<file path="config.mk">
export PLATFORM = sky130hd
export DESIGN_NAME = stereo_rms_level_meter_top
export DESIGN_NICKNAME = d
export VERILOG_FILES = /design/src/rtl/srlm_pkg.sv /design/src/rtl/srlm_div.sv /design/src/rtl/srlm_dp.sv /design/src/rtl/srlm_ctrl.sv /design/src/rtl/stereo_rms_level_meter_top.sv
export SDC_FILE = /design/constraint.sdc
export NUM_CORES = 2
export LEC_CHECK = 0
export ABC_CLOCK_PERIOD_IN_PS = 18800
export BUFFER_PORTS_ARGS = -buffer_cell sky130_fd_sc_hd__clkbuf_2
export CAP_MARGIN = 15
export CORE_MARGIN = 2
export CORE_UTILIZATION = 41
export CTS_BUF_LIST = sky130_fd_sc_hd__clkbuf_8
export CTS_CLUSTER_SIZE = 16
export DETAILED_ROUTE_END_ITERATION = 8
export MAX_ROUTING_LAYER = met4
export SLEW_MARGIN = 20
export SYNTH_ARGS = -nofsm -noshare
export SYNTH_HDL_FRONTEND = slang
export SYNTH_HIERARCHICAL = 1
export SYNTH_SLANG_ARGS = --single-unit
export TNS_END_PERCENT = 5
</file>
<file path="constraint.sdc">
create_clock -name clk -period 18.8 [get_ports clk]
set_input_delay 3.76 -clock clk [delete_from_list [all_inputs] [get_ports clk]]
set_output_delay 3.76 -clock clk [all_outputs]
set_load 0.02 [all_outputs]
</file>
<file path="src/rtl/srlm_pkg.sv">
// Shared constants, types and codes for the stereo RMS level meter.
package srlm_pkg;

	localparam int MAX_BLOCK_FRAMES_DEF = 4096;
	localparam int SAMPLE_BITS_DEF      = 16;

	localparam int OUT_W       = 15;
	localparam int OUT_TDATA_W = 48;
	localparam int KEEP_W      = 16;
	localparam int BF_W        = 13;
	localparam int FS_W        = 15;
	localparam int CFG_DATA_W  = 16;
	localparam int CFG_IDX_W   = 2;
	localparam int SMOOTH_W    = 16;

	localparam logic [BF_W-1:0]   BLOCK_FRAMES_RST   = 13'd512;
	localparam logic [KEEP_W-1:0] SMOOTH_KEEP_RST    = 16'd60948;
	localparam logic [FS_W-1:0]   MAP_FULL_SCALE_RST = 15'd5571;

	localparam logic [OUT_W-1:0]    VOL_LOW    = 15'd4096;
	localparam logic [OUT_W-1:0]    VOL_SPAN   = 15'd14336;
	localparam logic [OUT_W-1:0]    VOL_HIGH   = 15'd18432;
	localparam logic [OUT_W-1:0]    RMS_MAX    = 15'd16384;
	localparam logic [SMOOTH_W-1:0] SMOOTH_MAX = 16'd32768;

	// configuration register indexes
	localparam logic [CFG_IDX_W-1:0] CFG_BLOCK_FRAMES   = 2'd0;
	localparam logic [CFG_IDX_W-1:0] CFG_SMOOTH_KEEP    = 2'd1;
	localparam logic [CFG_IDX_W-1:0] CFG_MAP_FULL_SCALE = 2'd2;

	typedef enum logic [14:0] {
		ST_IDLE      = 15'h0001,
		ST_SQ_LEFT   = 15'h0002,
		ST_SQ_RIGHT  = 15'h0004,
		ST_ACC       = 15'h0008,
		ST_MEAN_GO   = 15'h0010,
		ST_MEAN_WAIT = 15'h0020,
		ST_ROOT_INIT = 15'h0040,
		ST_ROOT      = 15'h0080,
		ST_SM_A      = 15'h0100,
		ST_SM_B      = 15'h0200,
		ST_SM_C      = 15'h0400,
		ST_VOL_A     = 15'h0800,
		ST_VOL_GO    = 15'h1000,
		ST_VOL_WAIT  = 15'h2000,
		ST_FINISH    = 15'h4000
	} state_t;

	typedef struct packed {
		logic in_ready;
		logic load_in;
		logic sq_left;
		logic sq_right;
		logic acc;
		logic mean_go;
		logic root_init;
		logic root_step;
		logic sm_a;
		logic sm_b;
		logic sm_c;
		logic vol_a;
		logic vol_go;
		logic finish;
	} cmd_t;

	typedef struct packed {
		logic last;
		logic div_done;
		logic root_last;
	} sts_t;

endpackage

</file>
<file path="src/rtl/srlm_div.sv">
// Restoring divider, one quotient bit per cycle.
module srlm_div #(
	parameter int NUM_W = 44,
	parameter int DEN_W = 16
) (
	input  logic             clk,
	input  logic             arst_n,
	input  logic             start,
	input  logic [NUM_W-1:0] num,
	input  logic [DEN_W-1:0] den,
	output logic [NUM_W-1:0] quo,
	output logic             done
);
	localparam int CNT_W = $clog2(NUM_W + 1);

	logic             busy_q;
	logic             done_q;
	logic [CNT_W-1:0] cnt_q;
	logic [NUM_W-1:0] q_q;
	logic [DEN_W-1:0] rem_q;
	logic [DEN_W-1:0] den_q;
	logic [DEN_W:0]   trial;
	logic             ge;

	assign trial = {rem_q, q_q[NUM_W-1]};
	assign ge    = (trial >= {1'b0, den_q});

	always_ff @(posedge clk or negedge arst_n) begin
		if (!arst_n) begin
			busy_q <= 1'b0;
			done_q <= 1'b0;
			cnt_q  <= '0;
		end else begin
			done_q <= 1'b0;
			if (start) begin
				busy_q <= 1'b1;
				cnt_q  <= '0;
			end else if (busy_q) begin
				cnt_q <= cnt_q + 1'b1;
				if (cnt_q == CNT_W'(NUM_W - 1)) begin
					busy_q <= 1'b0;
					done_q <= 1'b1;
				end
			end
		end
	end

	always_ff @(posedge clk) begin
		if (start) begin
			q_q   <= num;
			rem_q <= '0;
			den_q <= den;
		end else if (busy_q) begin
			q_q   <= {q_q[NUM_W-2:0], ge};
			rem_q <= ge ? DEN_W'(trial - {1'b0, den_q}) : trial[DEN_W-1:0];
		end
	end

	assign quo  = q_q;
	assign done = done_q;

endmodule

</file>
<file path="src/rtl/srlm_dp.sv">
// Datapath: squaring and accumulation, mean divide, square root, smoothing, volume map.
module srlm_dp #(
	parameter int MAX_BLOCK_FRAMES = srlm_pkg::MAX_BLOCK_FRAMES_DEF,
	parameter int SAMPLE_BITS      = srlm_pkg::SAMPLE_BITS_DEF,
	parameter int LEN_W            = $clog2(MAX_BLOCK_FRAMES + 1)
) (
	input  logic                            clk,
	input  logic                            arst_n,
	input  srlm_pkg::cmd_t                  cmd,
	output srlm_pkg::sts_t                  sts,
	input  logic signed [SAMPLE_BITS-1:0]   left_sample,
	input  logic signed [SAMPLE_BITS-1:0]   right_sample,
	input  logic [LEN_W-1:0]                block_len,
	input  logic [srlm_pkg::KEEP_W-1:0]     smooth_keep,
	input  logic [srlm_pkg::FS_W-1:0]       full_scale,
	output logic [srlm_pkg::OUT_W-1:0]      rms_level,
	output logic [srlm_pkg::OUT_W-1:0]      smoothed_level,
	output logic [srlm_pkg::OUT_W-1:0]      scaled_volume
);
	import srlm_pkg::*;

	localparam int SUM_W = 2 * SAMPLE_BITS + $clog2(MAX_BLOCK_FRAMES);
	localparam int DEN_W = (LEN_W + 3 > 16) ? LEN_W + 3 : 16;
	localparam int NUM_W = (SUM_W > 30) ? SUM_W : 30;
	localparam int SQ_W  = NUM_W + (NUM_W % 2);
	localparam int ROOT_W = SQ_W / 2;
	localparam int SQC_W = $clog2(ROOT_W);
	localparam int MOP_W = (SAMPLE_BITS > 17) ? SAMPLE_BITS : 17;
	localparam int PROD_W = 2 * MOP_W;
	localparam int ACC_W = 34;
	localparam int LSH = (SAMPLE_BITS < 16) ? 16 - SAMPLE_BITS : 0;
	localparam int RSH = (SAMPLE_BITS > 16) ? SAMPLE_BITS - 16 : 0;

	logic [SAMPLE_BITS-1:0] mag_l_q, mag_r_q;
	logic [MOP_W-1:0]       op_a, op_b;
	logic [PROD_W-1:0]      prod_q;
	logic [SUM_W-1:0]       sum_q;
	logic [LEN_W-1:0]       count_q;
	logic [ACC_W-1:0]       acc_q;
	logic [SMOOTH_W-1:0]    smoothed_q;
	logic [OUT_W-1:0]       rms_q;

	logic [SQ_W-1:0]        sq_x_q;
	logic [ROOT_W:0]        sq_rem_q;
	logic [ROOT_W-1:0]      sq_root_q;
	logic [SQC_W-1:0]       sq_cnt_q;
	logic [ROOT_W+2:0]      sq_r, sq_t;
	logic                   sq_ge;

	logic                   div_start;
	logic [NUM_W-1:0]       div_num, div_quo;
	logic [DEN_W-1:0]       div_den;
	logic                   div_done;

	logic [ROOT_W+15:0]     root_ext;
	logic [OUT_W-1:0]       rms_c;
	logic [ACC_W-1:0]       sm_sum;
	logic [ACC_W-17:0]      sm_shift;
	logic [KEEP_W:0]        keep_cpl;

	// two's-complement magnitude; the most negative code yields 2^(SAMPLE_BITS-1)
	function automatic logic [SAMPLE_BITS-1:0] magnitude(input logic [SAMPLE_BITS-1:0] s);
		return s[SAMPLE_BITS-1] ? (~s + 1'b1) : s;
	endfunction

	assign keep_cpl = (KEEP_W + 1)'(1 << KEEP_W) - {1'b0, smooth_keep};

	always_comb begin
		op_a = MOP_W'(mag_l_q);
		op_b = MOP_W'(mag_l_q);
		if (cmd.sq_right) begin
			op_a = MOP_W'(mag_r_q);
			op_b = MOP_W'(mag_r_q);
		end else if (cmd.sm_a) begin
			op_a = MOP_W'(smooth_keep);
			op_b = MOP_W'(smoothed_q);
		end else if (cmd.sm_b) begin
			op_a = MOP_W'(keep_cpl);
			op_b = MOP_W'({rms_q, 1'b0});
		end else if (cmd.vol_a) begin
			op_a = MOP_W'(smoothed_q);
			op_b = MOP_W'(VOL_SPAN);
		end
	end

	// isqrt step: two radicand bits per cycle
	assign sq_r  = {sq_rem_q, sq_x_q[SQ_W-1 -: 2]};
	assign sq_t  = {1'b0, sq_root_q, 2'b01};
	assign sq_ge = (sq_r >= sq_t);

	assign root_ext = ((ROOT_W + 16)'(sq_root_q) << LSH) >> RSH;
	assign rms_c    = (root_ext > (ROOT_W + 16)'(RMS_MAX)) ? RMS_MAX : root_ext[OUT_W-1:0];

	assign sm_sum   = acc_q + ACC_W'(prod_q);
	assign sm_shift = sm_sum[ACC_W-1:16];

	assign div_start = cmd.mean_go | cmd.vol_go;
	assign div_num   = cmd.vol_go ? NUM_W'(prod_q) : NUM_W'(sum_q);
	assign div_den   = cmd.vol_go ? DEN_W'({full_scale, 1'b0}) : DEN_W'({count_q, 3'b000});

	srlm_div #(
		.NUM_W (NUM_W),
		.DEN_W (DEN_W)
	) u_div (
		.clk    (clk),
		.arst_n (arst_n),
		.start  (div_start),
		.num    (div_num),
		.den    (div_den),
		.quo    (div_quo),
		.done   (div_done)
	);

	always_ff @(posedge clk or negedge arst_n) begin
		if (!arst_n) begin
			sum_q      <= '0;
			count_q    <= '0;
			smoothed_q <= '0;
		end else begin
			if (cmd.sq_right || cmd.acc)
				sum_q <= sum_q + SUM_W'(prod_q);
			if (cmd.acc)
				count_q <= count_q + 1'b1;
			if (cmd.finish) begin
				sum_q   <= '0;
				count_q <= '0;
			end
			if (cmd.sm_c)
				smoothed_q <= (sm_shift > (ACC_W - 16)'(SMOOTH_MAX)) ? SMOOTH_MAX
					: sm_shift[SMOOTH_W-1:0];
		end
	end

	always_ff @(posedge clk) begin
		if (cmd.load_in) begin
			mag_l_q <= magnitude(left_sample);
			mag_r_q <= magnitude(right_sample);
		end
		if (cmd.sq_left || cmd.sq_right || cmd.sm_a || cmd.sm_b || cmd.vol_a)
			prod_q <= op_a * op_b;
		if (cmd.sm_a)
			rms_q <= rms_c;
		if (cmd.sm_b)
			acc_q <= ACC_W'(prod_q);
		if (cmd.root_init) begin
			sq_x_q    <= SQ_W'(div_quo);
			sq_rem_q  <= '0;
			sq_root_q <= '0;
			sq_cnt_q  <= '0;
		end else if (cmd.root_step) begin
			sq_x_q    <= {sq_x_q[SQ_W-3:0], 2'b00};
			sq_rem_q  <= sq_ge ? (ROOT_W + 1)'(sq_r - sq_t) : sq_r[ROOT_W:0];
			sq_root_q <= {sq_root_q[ROOT_W-2:0], sq_ge};
			sq_cnt_q  <= sq_cnt_q + 1'b1;
		end
	end

	assign sts.last      = (LEN_W + 1)'(count_q) + 1'b1 >= (LEN_W + 1)'(block_len);
	assign sts.div_done  = div_done;
	assign sts.root_last = (sq_cnt_q == SQC_W'(ROOT_W - 1));

	assign rms_level      = rms_q;
	assign smoothed_level = smoothed_q[SMOOTH_W-1:1];
	assign scaled_volume  = VOL_LOW + ((div_quo > NUM_W'(VOL_SPAN)) ? VOL_SPAN : div_quo[OUT_W-1:0]);

endmodule

</file>
<file path="src/rtl/srlm_ctrl.sv">
// Controller state machine sequencing the datapath per frame and per block.
module srlm_ctrl (
	input  logic           clk,
	input  logic           arst_n,
	input  logic           in_valid,
	input  logic           out_free,
	input  srlm_pkg::sts_t sts,
	output srlm_pkg::cmd_t cmd
);
	import srlm_pkg::*;

	state_t state_q, state_d;

	always_comb begin
		state_d = state_q;
		cmd     = '0;
		case (state_q)
			ST_IDLE: begin
				cmd.in_ready = 1'b1;
				if (in_valid) begin
					cmd.load_in = 1'b1;
					state_d     = ST_SQ_LEFT;
				end
			end
			ST_SQ_LEFT: begin
				cmd.sq_left = 1'b1;
				state_d     = ST_SQ_RIGHT;
			end
			ST_SQ_RIGHT: begin
				cmd.sq_right = 1'b1;
				state_d      = ST_ACC;
			end
			ST_ACC: begin
				cmd.acc = 1'b1;
				state_d = sts.last ? ST_MEAN_GO : ST_IDLE;
			end
			ST_MEAN_GO: begin
				cmd.mean_go = 1'b1;
				state_d     = ST_MEAN_WAIT;
			end
			ST_MEAN_WAIT: begin
				if (sts.div_done)
					state_d = ST_ROOT_INIT;
			end
			ST_ROOT_INIT: begin
				cmd.root_init = 1'b1;
				state_d       = ST_ROOT;
			end
			ST_ROOT: begin
				cmd.root_step = 1'b1;
				if (sts.root_last)
					state_d = ST_SM_A;
			end
			ST_SM_A: begin
				cmd.sm_a = 1'b1;
				state_d  = ST_SM_B;
			end
			ST_SM_B: begin
				cmd.sm_b = 1'b1;
				state_d  = ST_SM_C;
			end
			ST_SM_C: begin
				cmd.sm_c = 1'b1;
				state_d  = ST_VOL_A;
			end
			ST_VOL_A: begin
				cmd.vol_a = 1'b1;
				state_d   = ST_VOL_GO;
			end
			ST_VOL_GO: begin
				cmd.vol_go = 1'b1;
				state_d    = ST_VOL_WAIT;
			end
			ST_VOL_WAIT: begin
				if (sts.div_done)
					state_d = ST_FINISH;
			end
			ST_FINISH: begin
				// hold until the output register can take the word
				if (out_free) begin
					cmd.finish = 1'b1;
					state_d    = ST_IDLE;
				end
			end
			default: begin
				state_d = ST_IDLE;
			end
		endcase
	end

	always_ff @(posedge clk or negedge arst_n) begin
		if (!arst_n)
			state_q <= ST_IDLE;
		else
			state_q <= state_d;
	end

endmodule

</file>
<file path="src/rtl/stereo_rms_level_meter_top.sv">
// Top level: stream ports, configuration registers, output register.
// Inside a block a new stereo frame is taken only after the previous one is squared and accumulated.
// After a block-ending frame, the next frame is not taken until the serial divider (mean, volume
// map), the two-bit-per-cycle root and smoothing are done; longer while the prior word is unread.
// Reset (arst_n low) clears state, counters, the smoothed level and loads register defaults.
module stereo_rms_level_meter_top #(
	parameter int MAX_BLOCK_FRAMES = srlm_pkg::MAX_BLOCK_FRAMES_DEF,
	parameter int SAMPLE_BITS      = srlm_pkg::SAMPLE_BITS_DEF
) (
	input  logic                                  clk,
	input  logic                                  arst_n,
	input  logic                                  s_tvalid,
	output logic                                  s_tready,
	// [SAMPLE_BITS-1:0] left_sample, [2*SAMPLE_BITS-1:SAMPLE_BITS] right_sample, zero pad
	input  logic [((2*SAMPLE_BITS+7)/8)*8-1:0]    s_tdata,
	output logic                                  m_tvalid,
	input  logic                                  m_tready,
	// [14:0] rms_level, [29:15] smoothed_level, [44:30] scaled_volume, [47:45] zero
	output logic [srlm_pkg::OUT_TDATA_W-1:0]      m_tdata,
	input  logic                                  cfg_valid,
	output logic                                  cfg_ready,
	input  logic [srlm_pkg::CFG_IDX_W-1:0]        cfg_index,
	input  logic [srlm_pkg::CFG_DATA_W-1:0]       cfg_data
);
	import srlm_pkg::*;

	localparam int LEN_W = $clog2(MAX_BLOCK_FRAMES + 1);

	logic [BF_W-1:0]        block_frames_q;
	logic [KEEP_W-1:0]      smooth_keep_q;
	logic [FS_W-1:0]        map_full_scale_q;
	logic [LEN_W-1:0]       block_len;
	logic [FS_W-1:0]        full_scale;
	logic                   m_tvalid_q;
	logic [OUT_TDATA_W-1:0] m_tdata_q;
	logic                   out_free;
	logic [OUT_W-1:0]       rms_level, smoothed_level, scaled_volume;
	cmd_t                   cmd;
	sts_t                   sts;

	assign cfg_ready = 1'b1;

	always_ff @(posedge clk or negedge arst_n) begin
		if (!arst_n) begin
			block_frames_q   <= BLOCK_FRAMES_RST;
			smooth_keep_q    <= SMOOTH_KEEP_RST;
			map_full_scale_q <= MAP_FULL_SCALE_RST;
		end else if (cfg_valid) begin
			case (cfg_index)
				CFG_BLOCK_FRAMES:   block_frames_q   <= cfg_data[BF_W-1:0];
				CFG_SMOOTH_KEEP:    smooth_keep_q    <= cfg_data[KEEP_W-1:0];
				CFG_MAP_FULL_SCALE: map_full_scale_q <= cfg_data[FS_W-1:0];
				default: ;
			endcase
		end
	end

	// zero block length counts as one; oversize saturates
	always_comb begin
		if (block_frames_q == '0)
			block_len = LEN_W'(1);
		else if (32'(block_frames_q) > 32'(MAX_BLOCK_FRAMES))
			block_len = LEN_W'(MAX_BLOCK_FRAMES);
		else
			block_len = LEN_W'(block_frames_q);
	end

	assign full_scale = (map_full_scale_q == '0) ? FS_W'(1) : map_full_scale_q;

	srlm_ctrl u_ctrl (
		.clk      (clk),
		.arst_n   (arst_n),
		.in_valid (s_tvalid),
		.out_free (out_free),
		.sts      (sts),
		.cmd      (cmd)
	);

	srlm_dp #(
		.MAX_BLOCK_FRAMES (MAX_BLOCK_FRAMES),
		.SAMPLE_BITS      (SAMPLE_BITS),
		.LEN_W            (LEN_W)
	) u_dp (
		.clk            (clk),
		.arst_n         (arst_n),
		.cmd            (cmd),
		.sts            (sts),
		.left_sample    ($signed(s_tdata[SAMPLE_BITS-1:0])),
		.right_sample   ($signed(s_tdata[2*SAMPLE_BITS-1:SAMPLE_BITS])),
		.block_len      (block_len),
		.smooth_keep    (smooth_keep_q),
		.full_scale     (full_scale),
		.rms_level      (rms_level),
		.smoothed_level (smoothed_level),
		.scaled_volume  (scaled_volume)
	);

	assign s_tready = cmd.in_ready;
	assign out_free = !m_tvalid_q || m_tready;

	always_ff @(posedge clk or negedge arst_n) begin
		if (!arst_n)
			m_tvalid_q <= 1'b0;
		else if (cmd.finish)
			m_tvalid_q <= 1'b1;
		else if (m_tready)
			m_tvalid_q <= 1'b0;
	end

	always_ff @(posedge clk) begin
		if (cmd.finish)
			m_tdata_q <= OUT_TDATA_W'({scaled_volume, smoothed_level, rms_level});
	end

	assign m_tvalid = m_tvalid_q;
	assign m_tdata  = m_tdata_q;

endmodule

</file>
==> metrics.yaml <==
cp_slowest_cell: "o21ai_1"
grt_first_pass_wirelength_um: 147000
critPathMaxStageDelay_ns: 0.81
worst_path_dominant_cell_family: "compound AO/OA/AOI/OAI gates"
num_rows: 108
grt_max_degree: 93
hold_class: "flip-flop to flip-flop"
synth.largest_area_cell: "edfxtp_1"
post_cts_buffers: 0
drt-total-wl_um: 92700
synth_seq_cells: 471
post_cts_resize_count: 0
ys.flop_type: "edfxtp_1"
synth-edff-count: 264
clockRootBuffer: "clkbuf_8"
clk_latency_ns: 0.71
tns_ns: 0
dpl.hpwl_um: 68900
worstSetupPathType: "flip-flop to flip-flop"
synthTopCellsByArea: "edfxtp_1 22%, fa_1 12%, dfrtp_1 8.7%, ha_1 8.7%, mux2_2 5.6%"
antenna_found_initial: 2
gp_congestion: 0.974
core-area_mm2: 0.0865
grt_pass1_vias: 25666
drive_gt1_share_pct: 13.7
layout_common_cells: "422 x inv_1, 331 x nor2_1, 280 x nand2_1, 264 x edfxtp_1, 247 x ha_1"
io_pins: 106
ys_seq_area_share_pct: 35.9
num_vias: 26033
yosysUniqueCellTypes: 95
path_buf_inv: 5
layout_commonest_cell: "inv_1"
setup_viol: 0
die-area_mm2: 0.0894
layout_setup_ws_ns: 8.86
max-cap-violations: 0
synth.avg_cell_area_um2: 9.96
cts_tree: "built"
relSlewSlack_pct: 27.2
hold_viol_final: 0
dr.pass1.iters: 5
crit_path_frequent_cell: "fa_1"
die_x_um: 299
fin_worst_skew_ns: 0.0415
cts-hold-fix-buffers: 0
initial_core_util_pct: 41.2
postSynth.asyncResetShare_pct: 29.9
start_kind: "flip-flop"
synth_cells: 3580
gr-total-overflow: 0
rsz0062_at_grt: "false"
fin_crit_sh_pct: 52.9
critPathMaxFanout: 68
slew_violations: 0
route.detailed.drc: 0
grt_use_total_pct: 21.5
numPortBuffers: 101
nNetsFinal: 4140
post_drt_wl_per_cell_um: 19.1
cp-end-kind: "flip-flop"
cts_sinks: 471
max_clock_freq_mhz: 101
yosysWarnings: 6
synthToLayoutAreaGrowth_pct: 8.86
dp_slack_ns: 8.95
synth_area_mm2: 0.0357
die_h_um: 299
cts_buffers: 83
clk_path_buf_depth: 3
drt_iter0_drc: 2239
min_period_ns: 9.94
arrival_ns: 10.38
crit_required_ns: 19.24
clk_pin_slew_ns: 0.06
ant_nets: 0
worst_pin_slew_ns: 1.09
synth_top_area_share_pct: 22.2
viasPerCell: 5.37
outcome: "complete, no violations"
htree_levels: 3
worst register-to-register path: cells and delay by family, from the launching register on:
family	cells	cell delay [ns]
compound gates	12	3.55
xor+xnor	1	0.07
fa+ha+maj	7	3.12
buf+inv	5	1.21
flops	1	0.49
simple gates	4	1.27
sequential cells by signal (all words and copies together) (netlist names), 15 cells and up:
signal,cells
u_dp/sq_x_q,44
u_ctrl/state_q,15
u_dp/mag_r_q,16
m_tdata,45
u_dp/mag_l_q,16
u_dp/u_div/den_q,16
u_dp/rms_level,15
u_dp/prod_q,34
u_dp/smoothed_q,16
smooth_keep_q,16
u_dp/sq_rem_q,23
u_dp/acc_q,34
map_full_scale_q,15
u_dp/u_div/rem_q,16
u_dp/u_div/quo,44
u_dp/sq_root_q,22
u_dp/sum_q,44
final cells by class:
| cell class | count | area [µm²] |
|---|---|---|
| fillers | 8376 | 47700 |
| multi-input cells | 2536 | 20600 |
| flip-flops and latches | 471 | 12800 |
| inverters | 398 | 1490 |
| well taps | 1155 | 1450 |
| clock buffers | 95 | 1310 |
| repair buffers | 136 | 774 |
| clock inverters | 58 | 373 |
| diodes | 1 | 2.50 |
layer usage:
layer	vias up	wire [µm]	GRT usage, %
met5	-	0	-
met4	0	2440	6.43
met3	139	5850	3.52
met2	799	39600	30.9
met1	12663	44800	31.1
li1	12432	-	-
kinds of logic after synthesis:
| kind of cell | count (synthesis) | share of synthesized area [%] |
|---|---|---|
| AOI/OAI and AO/OA | 634 | 11.8 |
| xor gates and xnor gates | 171 | 4.20 |
| adders and majority gates | 459 | 20.6 |
| buffers and inverters | 575 | 6.45 |
| DFF | 471 | 35.9 |
| muxes | 215 | 6.67 |
| other | 4 | 0.0421 |
| and+or+nand+nor | 1051 | 14.4 |
Yosys cell counts, drive strengths merged, types with 46 or more instances:
| master | instances |
|---|---|
| fa | 212 |
| and2 | 50 |
| edfxtp | 264 |
| o21ai | 134 |
| a21o | 64 |
| dfrtp | 124 |
| nor2 | 332 |
| clkbuf | 114 |
| nor2b | 47 |
| nor3 | 52 |
| xnor2 | 100 |
| nand3 | 58 |
| mux2 | 178 |
| nand2 | 281 |
| inv | 397 |
| dfxtp | 66 |
| xor2 | 71 |
| a211oi | 46 |
| ha | 247 |
| buf | 63 |
| a21oi | 166 |
path summary, 6_finish.rpt:
| path | start | endpoint | slack, ns | cells after the start |
|---|---|---|---|---|
| worst max-delay path | u_ctrl/state_q[1] | u_dp/prod_q[32] | 8.86 | 29 |
| worst min-delay path | u_dp/rms_level[14] | m_tdata[14] | 0.46 | 0 |
| worst max register to register | u_ctrl/state_q[1] | u_dp/prod_q[32] | 8.86 | 29 |
| worst min register to register | u_dp/rms_level[14] | m_tdata[14] | 0.46 | 0 |
| max in group asynchronous | arst_n | smooth_keep_q[5] | 14.26 | 2 |
| min in group asynchronous | arst_n | u_dp/sum_q[5] | 3.09 | 1 |
through the flow:
stage | hold WS [ns] | cells | util [%] | cell area [µm²]
floorplan | 0.426 | 3582 | - | 35700
global placement | 0.440 | 4696 | 42.9 | 37100
detailed placement | 0.448 | 4696 | 42.9 | 37100
CTS | 0.461 | 4849 | 44.9 | 38800
global route | 0.458 | 4850 | 44.9 | 38800
finish | 0.464 | 4850 | 44.9 | 38800
Power is not shown: default switching activity piles up to over one toggle a cycle in this logic, so the estimate is an artifact.
